$ cat src/wmmf_pkg.sv
// shared types and constants of the window min/max filter
package wmmf_pkg;

    // pixel and register field widths
    localparam int PIX_W      = 8;
    localparam int RAD_W      = 2;
    localparam int DIM_W      = 11;
    localparam int ROW_W      = 11;
    localparam int CFG_IDX_W  = 2;
    localparam int CFG_DATA_W = 11;

    typedef logic [PIX_W-1:0]      t_pix;
    typedef logic [CFG_IDX_W-1:0]  t_cfg_idx;
    typedef logic [CFG_DATA_W-1:0] t_cfg_data;

    // register indexes
    localparam t_cfg_idx REG_MODE   = 2'd0;
    localparam t_cfg_idx REG_RADIUS = 2'd1;
    localparam t_cfg_idx REG_WIDTH  = 2'd2;
    localparam t_cfg_idx REG_HEIGHT = 2'd3;

    // filter modes
    localparam logic MODE_MAX = 1'b0;
    localparam logic MODE_MIN = 1'b1;

    // register reset values and frame limits
    localparam logic [RAD_W-1:0] RADIUS_RST = 2'd1;
    localparam logic [DIM_W-1:0] WIDTH_RST  = 11'd1024;
    localparam logic [DIM_W-1:0] HEIGHT_RST = 11'd1024;
    localparam logic [ROW_W-1:0] MAX_HEIGHT = 11'd1024;

    // neutral values for the extremum trees
    localparam t_pix PIX_HIGHEST = 8'hFF;
    localparam t_pix PIX_LOWEST  = 8'h00;

    // result queue
    localparam int OUT_DEPTH = 4;
    localparam int OUT_PTR_W = 2;
    localparam int OUT_CNT_W = 3;

    typedef struct packed {
        t_pix pixel;
        logic eof;
    } t_res;

endpackage

$ cat src/wmmf_reduce.sv
// masked minimum or maximum over a small set of pixels, as a compare tree
module wmmf_reduce import wmmf_pkg::*; #(
    parameter int N = 7
) (
    input  logic [N*PIX_W-1:0] i_vals,
    input  logic [N-1:0]       i_mask,
    input  logic               i_take_min,
    output t_pix               o_ext
);

    localparam int P = 1 << $clog2(N);

    t_pix tree [2*P-1];
    t_pix neutral;

    assign neutral = i_take_min ? PIX_HIGHEST : PIX_LOWEST;

    // leaves, masked entries take the neutral value
    always_comb begin
        for (int i = 0; i < N; i++) begin
            tree[P-1+i] = i_mask[i] ? i_vals[i*PIX_W +: PIX_W] : neutral;
        end
        for (int i = N; i < P; i++) begin
            tree[P-1+i] = neutral;
        end
        // inner nodes, children sit at 2i+1 and 2i+2
        for (int i = P - 2; i >= 0; i--) begin
            if (i_take_min) begin
                tree[i] = (tree[2*i+1] < tree[2*i+2]) ? tree[2*i+1] : tree[2*i+2];
            end else begin
                tree[i] = (tree[2*i+1] > tree[2*i+2]) ? tree[2*i+1] : tree[2*i+2];
            end
        end
    end

    assign o_ext = tree[0];

endmodule

$ cat config.mk
export PLATFORM = sky130hd
export DESIGN_NAME = wmmf_reduce
export DESIGN_NICKNAME = d
export VERILOG_FILES = /design/src/wmmf_pkg.sv /design/src/wmmf_reduce.sv
export SDC_FILE = /design/constraint.sdc
export NUM_CORES = 1
export LEC_CHECK = 0
export ABC_AREA = 1
export ABC_CLOCK_PERIOD_IN_PS = 7050
export BUFFER_PORTS_ARGS = -buffer_cell sky130_fd_sc_hd__buf_4
export CAP_MARGIN = 20
export CORE_UTILIZATION = 40
export DETAILED_ROUTE_END_ITERATION = 6
export GPL_TIMING_DRIVEN = 0
export SLEW_MARGIN = 20
export SYNTH_ARGS = -nofsm -noshare
export SYNTH_HDL_FRONTEND = slang
export SYNTH_SLANG_ARGS = --single-unit
$ cat constraint.sdc
create_clock -name vclk -period 7.05
set_clock_uncertainty 0.2 [all_clocks]
set_input_delay 0.3525 -clock vclk [all_inputs]
set_output_delay 0.3525 -clock vclk [all_outputs]
set_load 0.02 [all_outputs]
* Word level (Yosys, flattened, before mapping)
Index checks and enable logic that the tools add are counted.
** Storage, ports and cells
- Logic and storage cells :: 43
- Input bits :: 64
- Output and inout bits :: 8
- Register bits after elaboration :: 0
** Cells by class
- Multiplexer cells :: 29
- Magnitude comparators :: 14
** Operator list (number)
- $mux W8 :: 29
- $gt A8 B8 Y1 :: 7
- $lt A8 B8 Y1 :: 7

* Depth between registers and ports, before layout
- Depth in word-level cells :: 11
- Gate-level depth with buffers :: 41

* Worst setup path after synthesis
Ideal clock, no wire load.
- Path type :: input -> output
- Start :: in i_mask[0]
- End :: out o_ext[6]
- Buffers on the path :: 2
- Setup slack :: 1.739 ns
- Arrival :: 4.759 ns
- Data required time :: 6.497 ns
- Stages on the path :: 33
- Cell sequence :: buf_2 > nor2_8 > a21oi_1 > inv_1 > ha_1 > a21o_1 > nor2_4 > nand2_4 > buf_4 > o21ai_1 > nand3_1 > and2_1 > ha_1 > nand2_1 > o21a_1 > nand2_4 > inv_2 > nor2_4 > inv_1 > nand3_1 > nand3_1 > and2_1 > ha_1 > nand2_1 > nor2_1 > nand2_1 > o211ai_1 > nand3_1 > o21ai_4 > inv_2 > nand2_1 > nand2_1 > inv_1
** Between the ends
- Cells in the longest elaborated chain, start to end :: 10
- Elaborated cells between the ends (all ways) :: 16
** RTL lines
- from (decl) :: RTL line wmmf_reduce.sv:6 : input logic [N-1:0] i_mask,
- $mux W8 * :: RTL line wmmf_reduce.sv:21 : tree[P-1+i] = i_mask[i] ? i_vals[i*PIX_W +: PIX_W] : neutral;
- $gt A8 B8 Y1 or $lt A8 B8 Y1 (tied branches) :: RTL line wmmf_reduce.sv:31, wmmf_reduce.sv:29
- $mux W8, on equally long branches :: RTL line wmmf_reduce.sv:31, wmmf_reduce.sv:29
- $mux W8 * :: RTL line wmmf_reduce.sv:28 : if (i_take_min) begin
- $gt A8 B8 Y1 or $lt A8 B8 Y1 (tied branches) :: RTL line wmmf_reduce.sv:31, wmmf_reduce.sv:29
- $mux W8, on equally long branches :: RTL line wmmf_reduce.sv:31, wmmf_reduce.sv:29
- $mux W8 * :: RTL line wmmf_reduce.sv:28
- $gt A8 B8 Y1 or $lt A8 B8 Y1 (tied branches) :: RTL line wmmf_reduce.sv:31, wmmf_reduce.sv:29
- $mux W8, on equally long branches :: RTL line wmmf_reduce.sv:31, wmmf_reduce.sv:29
- $mux W8 * :: RTL line wmmf_reduce.sv:28
- to (decl) :: RTL line wmmf_reduce.sv:8 : output t_pix o_ext
Every way passes the cells marked *; elsewhere a longest branch is shown, timed or not.

* Worst setup path after layout
- Start :: in i_take_min
- End :: out o_ext[2]
** Between the ends
- Cells in the longest elaborated chain, start to end :: 11
- Elaborated cells between the ends (all ways) :: 43
** RTL lines
- from (decl) :: RTL line wmmf_reduce.sv:7 : input logic i_take_min,
- $mux W8 :: RTL line wmmf_reduce.sv:16 : assign neutral = i_take_min ? PIX_HIGHEST : PIX_LOWEST;
- $mux W8 :: RTL line wmmf_reduce.sv:21
- $gt A8 B8 Y1 or $lt A8 B8 Y1 (tied branches) :: RTL line wmmf_reduce.sv:31, wmmf_reduce.sv:29
- $mux W8, on equally long branches :: RTL line wmmf_reduce.sv:31, wmmf_reduce.sv:29
- $mux W8 :: RTL line wmmf_reduce.sv:28
- $gt A8 B8 Y1 or $lt A8 B8 Y1 (tied branches) :: RTL line wmmf_reduce.sv:31, wmmf_reduce.sv:29
- $mux W8, on equally long branches :: RTL line wmmf_reduce.sv:31, wmmf_reduce.sv:29
- $mux W8 :: RTL line wmmf_reduce.sv:28
- $gt A8 B8 Y1 or $lt A8 B8 Y1 (tied branches) :: RTL line wmmf_reduce.sv:31, wmmf_reduce.sv:29
- $mux W8, on equally long branches :: RTL line wmmf_reduce.sv:31, wmmf_reduce.sv:29
- $mux W8 * :: RTL line wmmf_reduce.sv:28
Marked as above.

==> summary.txt <==
Status
  – Run status: finished, final reports clean

Layout
  – Number of cells in the finished layout apart from fillers: 847
  – Antenna Cells: 0
  – Seq. cell area: 0 um2
  – Seq_cells: 0
  – Nets: between 800 and 900
  – Layout cell share with drive strength beyond 1: between 10% and 20%
  – Clock Buffer Count: 0
  – Filler instances: ~930
  – Area grow syn2layout: 17.5%

STA
  – Fmax: about 160 MHz
  – Final setup vio count: 0
  – Crit share post-route: 91.2%
  – Max-slew violation count: 0
  – Unrepaired setup endpoints after global routing: false
  – Final hold violations: 0
  – Period minus WS final: between 6 and 7 ns
  – Worst-Margin Slew: ~0.6 ns
  – Min Hold Slack: about 1.2 ns
  – Setup TNS: 0 ns
  – Relative max-transition margin: 59.9%

Place
  – Placed cell count: between 800 and 900
  – GPL Wtd Cong: a little under 0.9
  – Port Buffers: 67
  – Post-DP HPWL: 9650 um

Synthesis
  – Post-synth cell types: 35
  – Ys Warns: 0
  – Synthesized net count: 792
  – Syn_area_per_cell: between 5 and 6 um2
  – Cell count after synthesis: ~670
  – Register area share after synthesis: 0%
  – Synthesized area: about 3700 um2

Pwr
  – Internal power: between 0.0003 and 0.0004 W
  – Seq pwr share: 0%
  – Cell Pwr Density: just under 200 nW/um2
  – Pleak: 2.49 nW
  – Worst vdd ir: 0.132 mV
  – Combinational cell fraction of total power: between 90% and 100%
  – Clock power frac: 0%
  – P_sw: about 0.00052 W
  – Final Power: approximately 0.00083 W
  – Sw frac: between 60% and 70%

Clocking
  – Post-CTS setup buffers: 0
  – Post_cts resized: 0
  – Hold_buf cts: 0

Detailed routing
  – Post-DRT Antenna Nets: 0
  – DRC: 0
  – First-pass DRT Iterations: 6
  – Routed vias: 4,578
  – Drt total wl: 11,600 um
  – Vias/cell: approximately 5.4
  – Initial DRC Count: roughly 270
  – WL/cell: between 10 and 15 um

Floorplanning
  – DIE AREA: ~9500 um2
  – # IOs: a little over 70
  – Die Y: slightly below 100 um
  – Row cnt: 34
  – Core area: around 8800 um2
  – Die Wd: roughly 100 um
  – Starting Density: between 40% and 50%

Setup path
  – Setup crit start kind: input pin
  – CP peak stage delay: approximately 0.40 ns
  – Slowest cell on the critical path: buf_2
  – Most frequent CP cell: nand2_1
  – Crit. End Element: primary output
  – Kind of critical path: in -> out
  – Crit path max fanout: 16
  – Critical Path RT: 6.50 ns
  – Critical Path AT: 5.88 ns

GRT
  – Initial antenna violation count: 0
  – Largest net degree at the start of global routing: 17
  – Gr usage total: around 24%
  – First-pass GRT wire length: approximately 20,000 um
  – Vias in the first global route: 4,234
  – Remaining Overflow, GRT: 0

Flow run
  – Max-Cap Viols: 0

Worst hold path
  – Hold crit path type: in -> out
area by class of cell:
class	count	area, um2	area share (%)
timing repair buffer	67	503	11.7
tap	108	135	3.15
inverter	88	335	7.81
buffer	22	129	3.00
multi-input combinational	562	3190	74.3
critical path: cells and delay by family:
kind / cells / cell delay, ns
adder cells (fa/ha/maj): 3 / 0.81
AO/OA/AOI/OAI: 4 / 0.68
AND/OR/NAND/NOR: 18 / 1.72
buffers and inverters: 11 / 2.28
Yosys cell counts (2+ instances only):
cell / number / share of area [%]
nand2_1: 181 / 19
nand3_1: 136 / 19
a21oi_1: 82 / 11
inv_1: 80 / 8.2
ha_1: 56 / 19
nor2_1: 27 / 2.8
and2_1: 17 / 2.9
o21ai_1: 16 / 2.2
buf_2: 13 / 1.8
inv_2: 7 / 0.72
nor2_4: 7 / 2.2
o21ai_0: 7 / 0.96
nand2_2: 5 / 0.86
buf_4: 4 / 0.82
nand4_1: 4 / 0.68
o21a_1: 4 / 0.82
clkbuf_1: 3 / 0.31
a21o_1: 2 / 0.41
buf_6: 2 / 0.62
nand2_4: 2 / 0.62
nand4_2: 2 / 0.68
nor2_8: 2 / 1.1
power by group through the flow:
stage / clock (W) / sequential, W / combinational [W]
finish: 0 / 0 / 0.000826
global route: 0 / 0 / 0.000929
CTS: 0 / 0 / 0.000819
detailed placement: 0 / 0 / 0.000816
global placement: 0 / 0 / 0.000801
floorplan: 0 / 0 / 0.000579
stage by stage:
stage | setup slack (ns) | area, um2 | utilization (%)
6_report | 0.619 | 4290 | 49.0
3_3_place_gp | 0.752 | 4290 | 49.0
4_1_cts | 0.676 | 4290 | 49.0
5_1_grt | 0.0234 | 4290 | 49.0
3_5_place_dp | 0.686 | 4290 | 49.0
2_1_floorplan | 1.74 | 3650 | -
cell usage in the layout, fill, tap and decap left out, types with 3 or more instances in the layout:
cell	n
a21oi_1	82
and2_1	17
buf_2	13
buf_4	71
clkbuf_1	3
ha_1	56
inv_1	80
inv_2	7
nand2_1	181
nand2_2	5
nand3_1	136
nand4_1	4
nor2_1	27
nor2_4	7
o21a_1	4
o21ai_0	7
o21ai_1	16
worst paths after layout:
path	from	endpoint	slack [ns]	cells after the start
hold / removal	i_vals[48]	o_ext[0]	1.23	8
setup / recovery	i_take_min	o_ext[2]	0.62	36
cell families (layout without fill, tap and decap cells):
group	Yosys count	count (layout)	share of synthesized area, %
buffers and inverters	110	177	12.7
adders and majority gates	56	56	19.2
AOI/OAI and AO/OA	121	121	18.8
and+or+nand+nor	385	385	49.3
per-layer routing:
| metal | GRT usage (%) | vias to the layer above | share of wire (%) |
|---|---|---|---|
| met3 | 0.288 | 12 | 5.2 |
| li1 | - | 2387 | - |
| met1 | 35.1 | 2020 | 49 |
| met5 | 0 | - | 0 |
| met4 | 3.39 | 0 | 1.4 |
| met2 | 40.8 | 159 | 44 |
Power figures use the tool's default switching activity.
