==> src/wmmf_pkg.sv <==
// shared types and constants of the window min/max filter
package wmmf_pkg;

    // pixel and register field widths
    localparam int PIX_W      = 8;
    localparam int RAD_W      = 2;
    localparam int DIM_W      = 11;
    localparam int ROW_W      = 11;
    localparam int CFG_IDX_W  = 2;
    localparam int CFG_DATA_W = 11;

    typedef logic [PIX_W-1:0]      t_pix;
    typedef logic [CFG_IDX_W-1:0]  t_cfg_idx;
    typedef logic [CFG_DATA_W-1:0] t_cfg_data;

    // register indexes
    localparam t_cfg_idx REG_MODE   = 2'd0;
    localparam t_cfg_idx REG_RADIUS = 2'd1;
    localparam t_cfg_idx REG_WIDTH  = 2'd2;
    localparam t_cfg_idx REG_HEIGHT = 2'd3;

    // filter modes
    localparam logic MODE_MAX = 1'b0;
    localparam logic MODE_MIN = 1'b1;

    // register reset values and frame limits
    localparam logic [RAD_W-1:0] RADIUS_RST = 2'd1;
    localparam logic [DIM_W-1:0] WIDTH_RST  = 11'd1024;
    localparam logic [DIM_W-1:0] HEIGHT_RST = 11'd1024;
    localparam logic [ROW_W-1:0] MAX_HEIGHT = 11'd1024;

    // neutral values for the extremum trees
    localparam t_pix PIX_HIGHEST = 8'hFF;
    localparam t_pix PIX_LOWEST  = 8'h00;

    // result queue
    localparam int OUT_DEPTH = 4;
    localparam int OUT_PTR_W = 2;
    localparam int OUT_CNT_W = 3;

    typedef struct packed {
        t_pix pixel;
        logic eof;
    } t_res;

endpackage

==> src/wmmf_fifo.sv <==
// small result queue between the filter pipeline and the output channel
module wmmf_fifo import wmmf_pkg::*; (
    input  logic                 i_clk,
    input  logic                 i_rst_n,
    input  logic                 i_push,
    input  t_res                 i_push_data,
    input  logic                 i_pop_ready,
    output logic                 o_valid,
    output t_res                 o_data,
    output logic [OUT_CNT_W-1:0] o_count
);

    t_res                 r_mem [OUT_DEPTH];
    logic [OUT_PTR_W-1:0] r_wr_ptr;
    logic [OUT_PTR_W-1:0] r_rd_ptr;
    logic [OUT_CNT_W-1:0] r_cnt;
    logic [OUT_CNT_W-1:0] n_cnt;
    logic                 pop;

    assign pop = (r_cnt != '0) && i_pop_ready;

    // occupancy
    always_comb begin
        case ({i_push, pop})
            2'b10:   n_cnt = r_cnt + OUT_CNT_W'(1);
            2'b01:   n_cnt = r_cnt - OUT_CNT_W'(1);
            default: n_cnt = r_cnt;
        endcase
    end

    // pointers and count
    always_ff @(posedge i_clk) begin
        if (!i_rst_n) begin
            r_wr_ptr <= '0;
            r_rd_ptr <= '0;
            r_cnt    <= '0;
        end else begin
            if (i_push) begin
                r_wr_ptr <= r_wr_ptr + OUT_PTR_W'(1);
            end
            if (pop) begin
                r_rd_ptr <= r_rd_ptr + OUT_PTR_W'(1);
            end
            r_cnt <= n_cnt;
        end
    end

    // storage
    always_ff @(posedge i_clk) begin
        if (i_push) begin
            r_mem[r_wr_ptr] <= i_push_data;
        end
    end

    assign o_valid = (r_cnt != '0);
    assign o_data  = r_mem[r_rd_ptr];
    assign o_count = r_cnt;

endmodule

==> config.mk <==
export PLATFORM = sky130hd
export DESIGN_NAME = wmmf_fifo
export DESIGN_NICKNAME = d
export VERILOG_FILES = /design/src/wmmf_pkg.sv /design/src/wmmf_fifo.sv
export SDC_FILE = /design/constraint.sdc
export NUM_CORES = 1
export LEC_CHECK = 0
export BUFFER_PORTS_ARGS = -buffer_cell sky130_fd_sc_hd__buf_2
export CAP_MARGIN = 20
export CELL_PAD_IN_SITES_DETAIL_PLACEMENT = 1
export CELL_PAD_IN_SITES_GLOBAL_PLACEMENT = 1
export CORE_MARGIN = 1.5
export CORE_UTILIZATION = 35
export CTS_CLUSTER_SIZE = 10
export DETAILED_ROUTE_END_ITERATION = 8
export PLACE_DENSITY = 0.69
export SLEW_MARGIN = 20
export SYNTH_ARGS = -nofsm -noshare
export SYNTH_HDL_FRONTEND = slang
export SYNTH_SLANG_ARGS = --single-unit
export TNS_END_PERCENT = 30
==> constraint.sdc <==
create_clock -name i_clk -period 2.8 [get_ports i_clk]
set_clock_uncertainty 0.05 [all_clocks]
set_input_delay 0 -clock i_clk [delete_from_list [all_inputs] [get_ports i_clk]]
set_output_delay 0 -clock i_clk [all_outputs]
set_load 0.05 [all_outputs]
# After elaboration in Yosys (flattened, before gate mapping)
# Memory sizes are Yosys's and may differ from the RTL's. A register that Yosys moved wholly into a read port is not among the register bits.
# Cells that the tools add are included.
# W data, S select, Z words.
word_totals:
  mem_count: 1
  ramBits: 36
  output_inout_bits: 13
  ff_bits: 7
  inputBits: 13
classes:
  n_addsub: 4
  n_reduce_logical: 3
  mux: 5
  n_eq_ne: 2
mem_list:
  columns: ["memory", "depth", "word_bits", "read_ports", "rd_clocked_by_memory_dff", "write_ports", "line", "text"]
  rows:
  - ["r_mem", 4, 9, 1, 1, 1, "wmmf_fifo.sv:13", "t_res r_mem [OUT_DEPTH];"]
op_table:
  columns: ["cell", "count"]
  rows:
  - ["$pmux W3 S2", 1]
  - ["$add A2 B1 Y2 const B", 2]
  - ["$mux W2", 2]
  - ["$add A3 B1 Y3 const B", 1]
  - ["$reduce_bool A3 Y1", 1]
  - ["$sub A3 B1 Y3 const B", 1]
  - ["$eq A2 B1 Y1 const B", 1]
  - ["$eq A2 B2 Y1 const B", 1]
  - ["$mux W1", 2]
  - ["$reduce_bool A2 Y1", 1]
  - ["$logic_and A1 B1 Y1", 1]

# Depth between registers and ports, before layout
# Gate-level depths: netlist of run 1.
depth:
  ltp_word: 4
  mapped_depth: 7
  mapped_depth_nobuf: 7

# Worst setup path after synthesis of run 1
# No wires, ideal clock.
synth_path:
  path_type: "reg-to-reg"
  from: "register r_cnt[0] (netlist: o_count[0])"
  to: "register r_cnt[2] (netlist: o_count[2])"
  slack_ns: 0.591
  path_buffers: 0
  path_stages_with_launch: 8
  setup_ns: 0.070
  t_required_ns: 2.680
  arrival_ns: 2.089
  period_less_slack_ns: 2.209
  path_cell_list: "dfxtp_1 > o31a_2 > ha_1 > inv_1 > fa_1 > xor2_1 > or3_1 > a21boi_1"
synth_between:
  elab_chain_len: 4
  word_cells_on_any_way: 8
  cone_classes: "add/sub (2); eq/ne (2); mux (1); reduce/logical (3)"
synth_rtl:
  columns: ["element", "line", "text"]
  rows:
  - ["start: declaration", "wmmf_fifo.sv:16", "logic [OUT_CNT_W-1:0] r_cnt;"]
  - ["start signal: assignment", "wmmf_fifo.sv:44", "r_cnt <= n_cnt;"]
  - ["$reduce_bool A3 Y1 (*)", "wmmf_fifo.sv:20", "assign pop = (r_cnt != '0) && i_pop_ready;"]
  - ["$logic_and A1 B1 Y1 (*)", "wmmf_fifo.sv:20", null]
  - ["via pop", "wmmf_fifo.sv:18", "logic pop;"]
  - ["$eq A2 B1 Y1 / $eq A2 B2 Y1 (equally long branches)", "wmmf_fifo.sv:24", "case ({i_push, pop})"]
  - ["$pmux W3 S2 / $reduce_bool A2 Y1 (equally long branches)", null, null]
# The timed path passes the listed nets; every way through them passes the cells marked *.
# A chain may end at the register's enable or synchronous reset.

# Worst setup path in the final report of run 1
layout_path:
  from: "register r_cnt[1] (netlist: o_count[1])"
  to: "register r_cnt[2] (netlist: o_count[2])"
# The elaborated chain is that of the path after synthesis.

==> out/qor.txt, run 1 <==
CTS Sinks - 45
Hold Crit Depth - 3
Largest cells by area after synthesis - edfxtp_1 (61%), mux4_2 (11%), dfxtp_1 (10%)
Fmax - 482 MHz
Initial DRC count - 74
Worst ir drop on vdd - 0.580 mV
Cell variety after synth - 20
Synth Net Count - 112
Post-synth top area share - 61.1%
Met1 Track Usage GR - 15.6%
Seq/Total Area, Yosys - 71.3%
Met2 Use GR - 20.2%
Die footprint - 0.00549 mm2
Synthesis-to-finish area growth - 20.9%
Core Box Area - 0.00479 mm2
Number of I/O pins - 26
Nature of the critical path endpoint - register
Initial antenna violation count - 0
Slew Viols, Final - 0
Die X - 74.1 um
Depth of the CTS H-tree - 2
Arrival @ worst endpoint - 2.25 ns
Reg2reg start - o_count[1]$_SDFFE_PN0P_
Slew @ Worst Pin - 0.630 ns
Reg2reg end - o_count[2]$_SDFFE_PN0P_
Post-Route WL - 3070 um
Cells after DPL - 183
DR WL/cell - 15.3 um
Final hold vios - 0
Fin util - 44.7%
Post-route DRC - 0
Critical setup path kind - reg2reg
Synthesis Warnings - 0
Required time of the critical path - 2.98 ns
Post-synth top area cell - edfxtp_1
Vias - 921
Port Buffers - 25
RSZ-0062 raised after global routing - false
LEAKAGE - 0.754 nW
Vias in the first global route - 1012
Hold Crit Start - i_push
Worst reg2reg setup slack - 0.73 ns
Critical-path top delay cell - dfxtp_1
Antenna diodes - 0
DP Wirelength - 2040 um
Most crowded layer after global routing - met2
Reg clk slew, reported paths - 0.08 ns
Final non-filler cell total - 200
Gr ovfl total - 0
TNS Setup - 0 ns
Largest net degree at the start of global routing - 13
Post-CTS Hold Fix Bufs - 10
CP peak stage delay - 0.44 ns
Worst-case reg-to-reg path depth - 7
Tcrit/Tclk final - 74.0%
Min-Delay Path Class - in2reg
Syn Inst Count - 93
GRT Total Usage - 12.2%
Die Height - 74.1 um
Crit path time final - 2.07 ns
Vias per cell - 4.61
CTS buffer count - 5
Cell area power density - 852 mW/mm2
Grt met3 use - 3.66%
Max clock buf depth - 2
First-pass GRT wire length - 4860 um
Post-Syn Area per Cell - 19.0 um2
CP cell instances - o31a_2, ha_1, inv_1, fa_1, xor2_1, or3_1, a21boi_1
Setup Viol. Count Final - 0
Final Wtd Congestion - 0.634
Postcts setup bufs - 0
Status - completed
DRT antenna net count - 0
Synth Cell Area - 0.00177 mm2
Share of cells above drive strength 1 - 31.6%
Rows - 25
Max_slew headroom - 58.0%
CP delay by family, top - adder cells
Hold Path End - r_wr_ptr[1]$_SDFFE_PN0P_
Post-CTS Resized - 0
Critical path peak fanout - 6
Root buffer cell - clkbuf_8
WP buf/inv - 1
Yosys reg bits - 45
Max Cap Violations - 0
Later-pin clock latency in the skew report - 0.29 ns
DR pass1 iterations - 4
Starting density of the core - 37.0%
CTS tree - yes
Nets - 152
CP Launch Type - register
[per-stage QoR]
| step | cell area [um2] | setup slack (ns) | power (mW) | hold WS [ns] |
|---|---|---|---|---|
| after floorplan | 1770 | 0.591 | 1.34 | 0.0489 |
| after global placement | 1960 | 0.929 | 1.44 | 0.160 |
| after detailed placement | 1960 | 0.741 | 1.47 | 0.174 |
| after CTS | 2140 | 0.715 | 1.84 | 0.0404 |
| after global routing | 2140 | 0.641 | 1.90 | 0.0570 |
| final | 2140 | 0.727 | 1.82 | 0.0413 |
[worst min-delay path, cell delays in order]
cell	delay, ns
buf_2	0.15
mux2i_1	0.09
nor2b_1	0.10
[placed cells by master (no fill, tap or decap), drive strengths merged]
cell type / Yosys / routed
edfxtp: 36 / 36
buf: 1 / 25
dlygate4sd3: 0 / 10
mux4: 9 / 9
dfxtp: 9 / 9
and2: 8 / 8
inv: 6 / 6
clkbuf: 1 / 6
ha: 5 / 5
xnor2: 3 / 3
nor2b: 3 / 3
xor2: 2 / 2
o21ai: 2 / 2
or3: 2 / 2
o31a: 1 / 1
nand2: 1 / 1
o311ai: 1 / 1
mux2i: 1 / 1
a21boi: 1 / 1
fa: 1 / 1
clkinv: 0 / 1
[flip-flops by register name, summed over array words and instances, names as in the netlist, named ones only]
| signal | cells |
|---|---|
| r_mem | 36 |
| o_count | 3 |
| r_rd_ptr | 2 |
| r_wr_ptr | 2 |
[report_power, final]
part           total [mW]  switching, mW  internal, mW  leakage [nW]
Combinational       0.590          0.383         0.207         0.310
Sequential          0.861         0.0786         0.782         0.404
Clock               0.371          0.203         0.169        0.0387
[Yosys cell counts, drive strengths merged]
library cell	number
a21boi	1
and2	8
buf	1
clkbuf	1
dfxtp	9
edfxtp	36
fa	1
ha	5
inv	6
mux2i	1
mux4	9
nand2	1
nor2b	3
o21ai	2
o311ai	1
o31a	1
or3	2
xnor2	3
xor2	2
[worst max path at each step]
stage | start | end | slack [ns] | cells after the start
6_report | o_count[1]$_SDFFE_PN0P_ | o_count[2]$_SDFFE_PN0P_ | 0.73 | 7
2_1_floorplan | o_count[0]$_SDFFE_PN0P_ | o_count[2]$_SDFFE_PN0P_ | 0.59 | 7
3_3_place_gp | o_count[0]$_SDFFE_PN0P_ | o_count[2]$_SDFFE_PN0P_ | 0.93 | 7
3_5_place_dp | o_count[0]$_SDFFE_PN0P_ | o_count[2]$_SDFFE_PN0P_ | 0.74 | 7
4_1_cts | o_count[0]$_SDFFE_PN0P_ | o_count[2]$_SDFFE_PN0P_ | 0.72 | 7
5_1_grt | o_count[0]$_SDFFE_PN0P_ | o_count[2]$_SDFFE_PN0P_ | 0.64 | 7
[per-layer routing]
| metal | routed length (um) | up-vias |
|---|---|---|
| li1 | - | 429 |
| met1 | 1380 | 458 |
| met2 | 1490 | 28 |
| met3 | 152 | 6 |
| met4 | 46 | 0 |
| met5 | 0 | - |
[cells by family after synthesis]
family	count (synthesis)	share of synthesized area (%)
AO/OA/AOI/OAI	5	2.48
buffers and inverters	8	2.19
flip-flops	45	71.3
adder cells (fa/ha/maj)	6	4.67
AND/OR/NAND/NOR	14	4.88
multiplexers	10	12.0
XOR/XNOR	5	2.48
[final cells by class]
type,instances,area [um2]
Fill cell,479,2650
Sequential cell,45,1260
Multi-Input combinational cell,40,469
Timing Repair Buffer,35,225
Tap cell,67,83.8
Clock buffer,6,72.6
Inverter,6,22.5
Clock inverter,1,3.75
(Power assumes the default switching activity.)
==> run 2: changes to the inputs <==
Clock period 2.8 ns to 2.09 ns, I/O delays scaled along.
==> out/qor.txt, run 2 (same netlist as run 1, synthesis figures left out) <==
Status - completed
GRT Total Usage - 13.1% (+0.86 points)
Depth of the CTS H-tree - 2 (unchanged)
Reg clk slew, reported paths - 0.08 ns (about the same)
Fmax - 517 MHz (+7.1%)
Max_slew headroom - 64.7% (+6.7 points)
Setup Viol. Count Final - 0 (unchanged)
First-pass GRT wire length - 5100 um (+4.8%)
Port Buffers - 25 (unchanged)
Antenna diodes - 0 (unchanged)
Root buffer cell - clkbuf_8
Crit path time final - 1.94 ns (-0.137 ns)
Starting density of the core - 37.0% (unchanged)
Fin area - 0.00218 mm2 (+2.0%)
Slew Viols, Final - 0 (unchanged)
Min-Delay Path Class - in2reg
Fin util - 45.6% (+0.92 points)
Final hold vios - 0 (unchanged)
Vias - 931 (+1.1%)
Number of I/O pins - 26 (unchanged)
Critical path peak fanout - 6 (unchanged)
DR WL/cell - 15.8 um (+3.3%)
Cell area power density - 1190 mW/mm2 (+39%)
Vias in the first global route - 1048 (+3.6%)
Max clock buf depth - 2 (unchanged)
Critical setup path kind - reg2reg
Number of flip-flops in the largest register - 36 (unchanged)
Tcrit/Tclk final - 92.6% (+19 points)
Initial antenna violation count - 0 (unchanged)
TNS Setup - 0 ns (unchanged)
CTS Sinks - 45 (unchanged)
Vias per cell - 4.61 (about the same)
Nets - 153 (+0.66%)
Required time of the critical path - 2.26 ns (-0.72 ns)
Later-pin clock latency in the skew report - 0.29 ns (about the same)
Hold WS - 0.0461 ns (+0.00477 ns)
Post-place setup slack - 0.168 ns (-0.573 ns)
Nature of the critical path endpoint - register
Post-Route WL - 3200 um (+4.3%)
Max Cap Violations - 0 (unchanged)
DR pass1 iterations - 4 (unchanged)
Commonest cells after routing, fill and taps aside - edfxtp_1 (36), buf_2 (25), dlygate4sd3_1 (10)
Most flops, register - r_mem
CTS tree - yes
Share of cells above drive strength 1 - 34.8% (+3.2 points)
PnR worst setup slack - 0.155 ns (-0.573 ns)
Rows - 25 (unchanged)
Core Box Area - 0.00479 mm2 (unchanged)
RSZ-0062 raised after global routing - false
Largest net degree at the start of global routing - 14 (+1)
Gr ovfl total - 0 (unchanged)
Slew @ Worst Pin - 0.530 ns (-0.100 ns)
Commonest non-fill, non-tap cell in the layout - edfxtp_1
CP Launch Type - register
Post-route DRC - 0 (unchanged)
Die footprint - 0.00549 mm2 (unchanged)
Synthesis-to-finish area growth - 23.3%
DP Wirelength - 2170 um (+6.5%)
CTS buffer count - 5 (unchanged)
Die Height - 74.1 um (unchanged)
DRT antenna net count - 0 (unchanged)
LEAKAGE - 0.774 nW (+2.8%)
Final Wtd Congestion - 0.740 (+17%)
Worst ir drop on vdd - 0.682 mV (+18%)
Die X - 74.1 um (unchanged)
Cell Area, Placed - 0.00197 mm2 (+0.57%)
Arrival @ worst endpoint - 2.11 ns (-0.14 ns)
Initial DRC count - 52 (-30%)
run 2: what timing repair did:
| item | in CTS | in global routing |
|---|---|---|
| setup endpoints to repair | 0 | 1 |
| resized for setup | 0 | 1 |
| endpoints found under the hold margin | 43 | 0 |
| hold buffers | 10 | 0 |
| buffers inserted | 0 | 0 |
run 2: cell type report:
class | instances | area (um2)
Clock buffer | 6 | 72.6
Fill cell | 493 | 2600
Multi-Input combinational cell | 40 | 469
Inverter | 6 | 22.5
Timing Repair Buffer | 36 | 233
Clock inverter | 2 | 33.8
Tap cell | 67 | 83.8
Sequential cell | 45 | 1270
run 2: where the power goes:
part,internal [mW],switching (mW)
clock,0.353,0.277
combinational,0.286,0.532
sequential,1.06,0.0832
total,1.70,0.892
run 2: path summary, 6_finish.rpt:
path / start / to / slack, ns / depth (start not counted)
worst max register to register: o_count[1]$_SDFFE_PN0P_ / o_count[2]$_SDFFE_PN0P_ / 0.15 / 7
worst max-delay path: o_count[1]$_SDFFE_PN0P_ / o_count[2]$_SDFFE_PN0P_ / 0.15 / 7
worst min register to register: o_count[2]$_SDFFE_PN0P_ / o_count[2]$_SDFFE_PN0P_ / 0.48 / 2
worst min-delay path: i_push / r_wr_ptr[1]$_SDFFE_PN0P_ / 0.05 / 3
run 2: critical path, stage by stage, from the launching register on:
cell and delay [ns]:
dfxtp_2 0.39, o31a_2 0.18, ha_1 0.19, inv_1 0.06, fa_1 0.37, xor2_1 0.16, or3_1 0.31, a21boi_1 0.15
run 2: metal layers:
layer	up-vias	GRT usage, %	routed length, um
met5	-	0	0
li1	433	-	-
met3	5	3.52	147
met2	27	22.1	1600
met4	0	5.56	36
met1	466	15.7	1410
run 2: stage by stage:
| stage | total power, mW | cells |
|---|---|---|
| after global placement | 1.95 | 184 |
| after detailed placement | 1.97 | 184 |
| final | 2.59 | 202 |
| after global routing | 2.70 | 202 |
| after CTS | 2.61 | 202 |
| after floorplan | 1.79 | 93 |
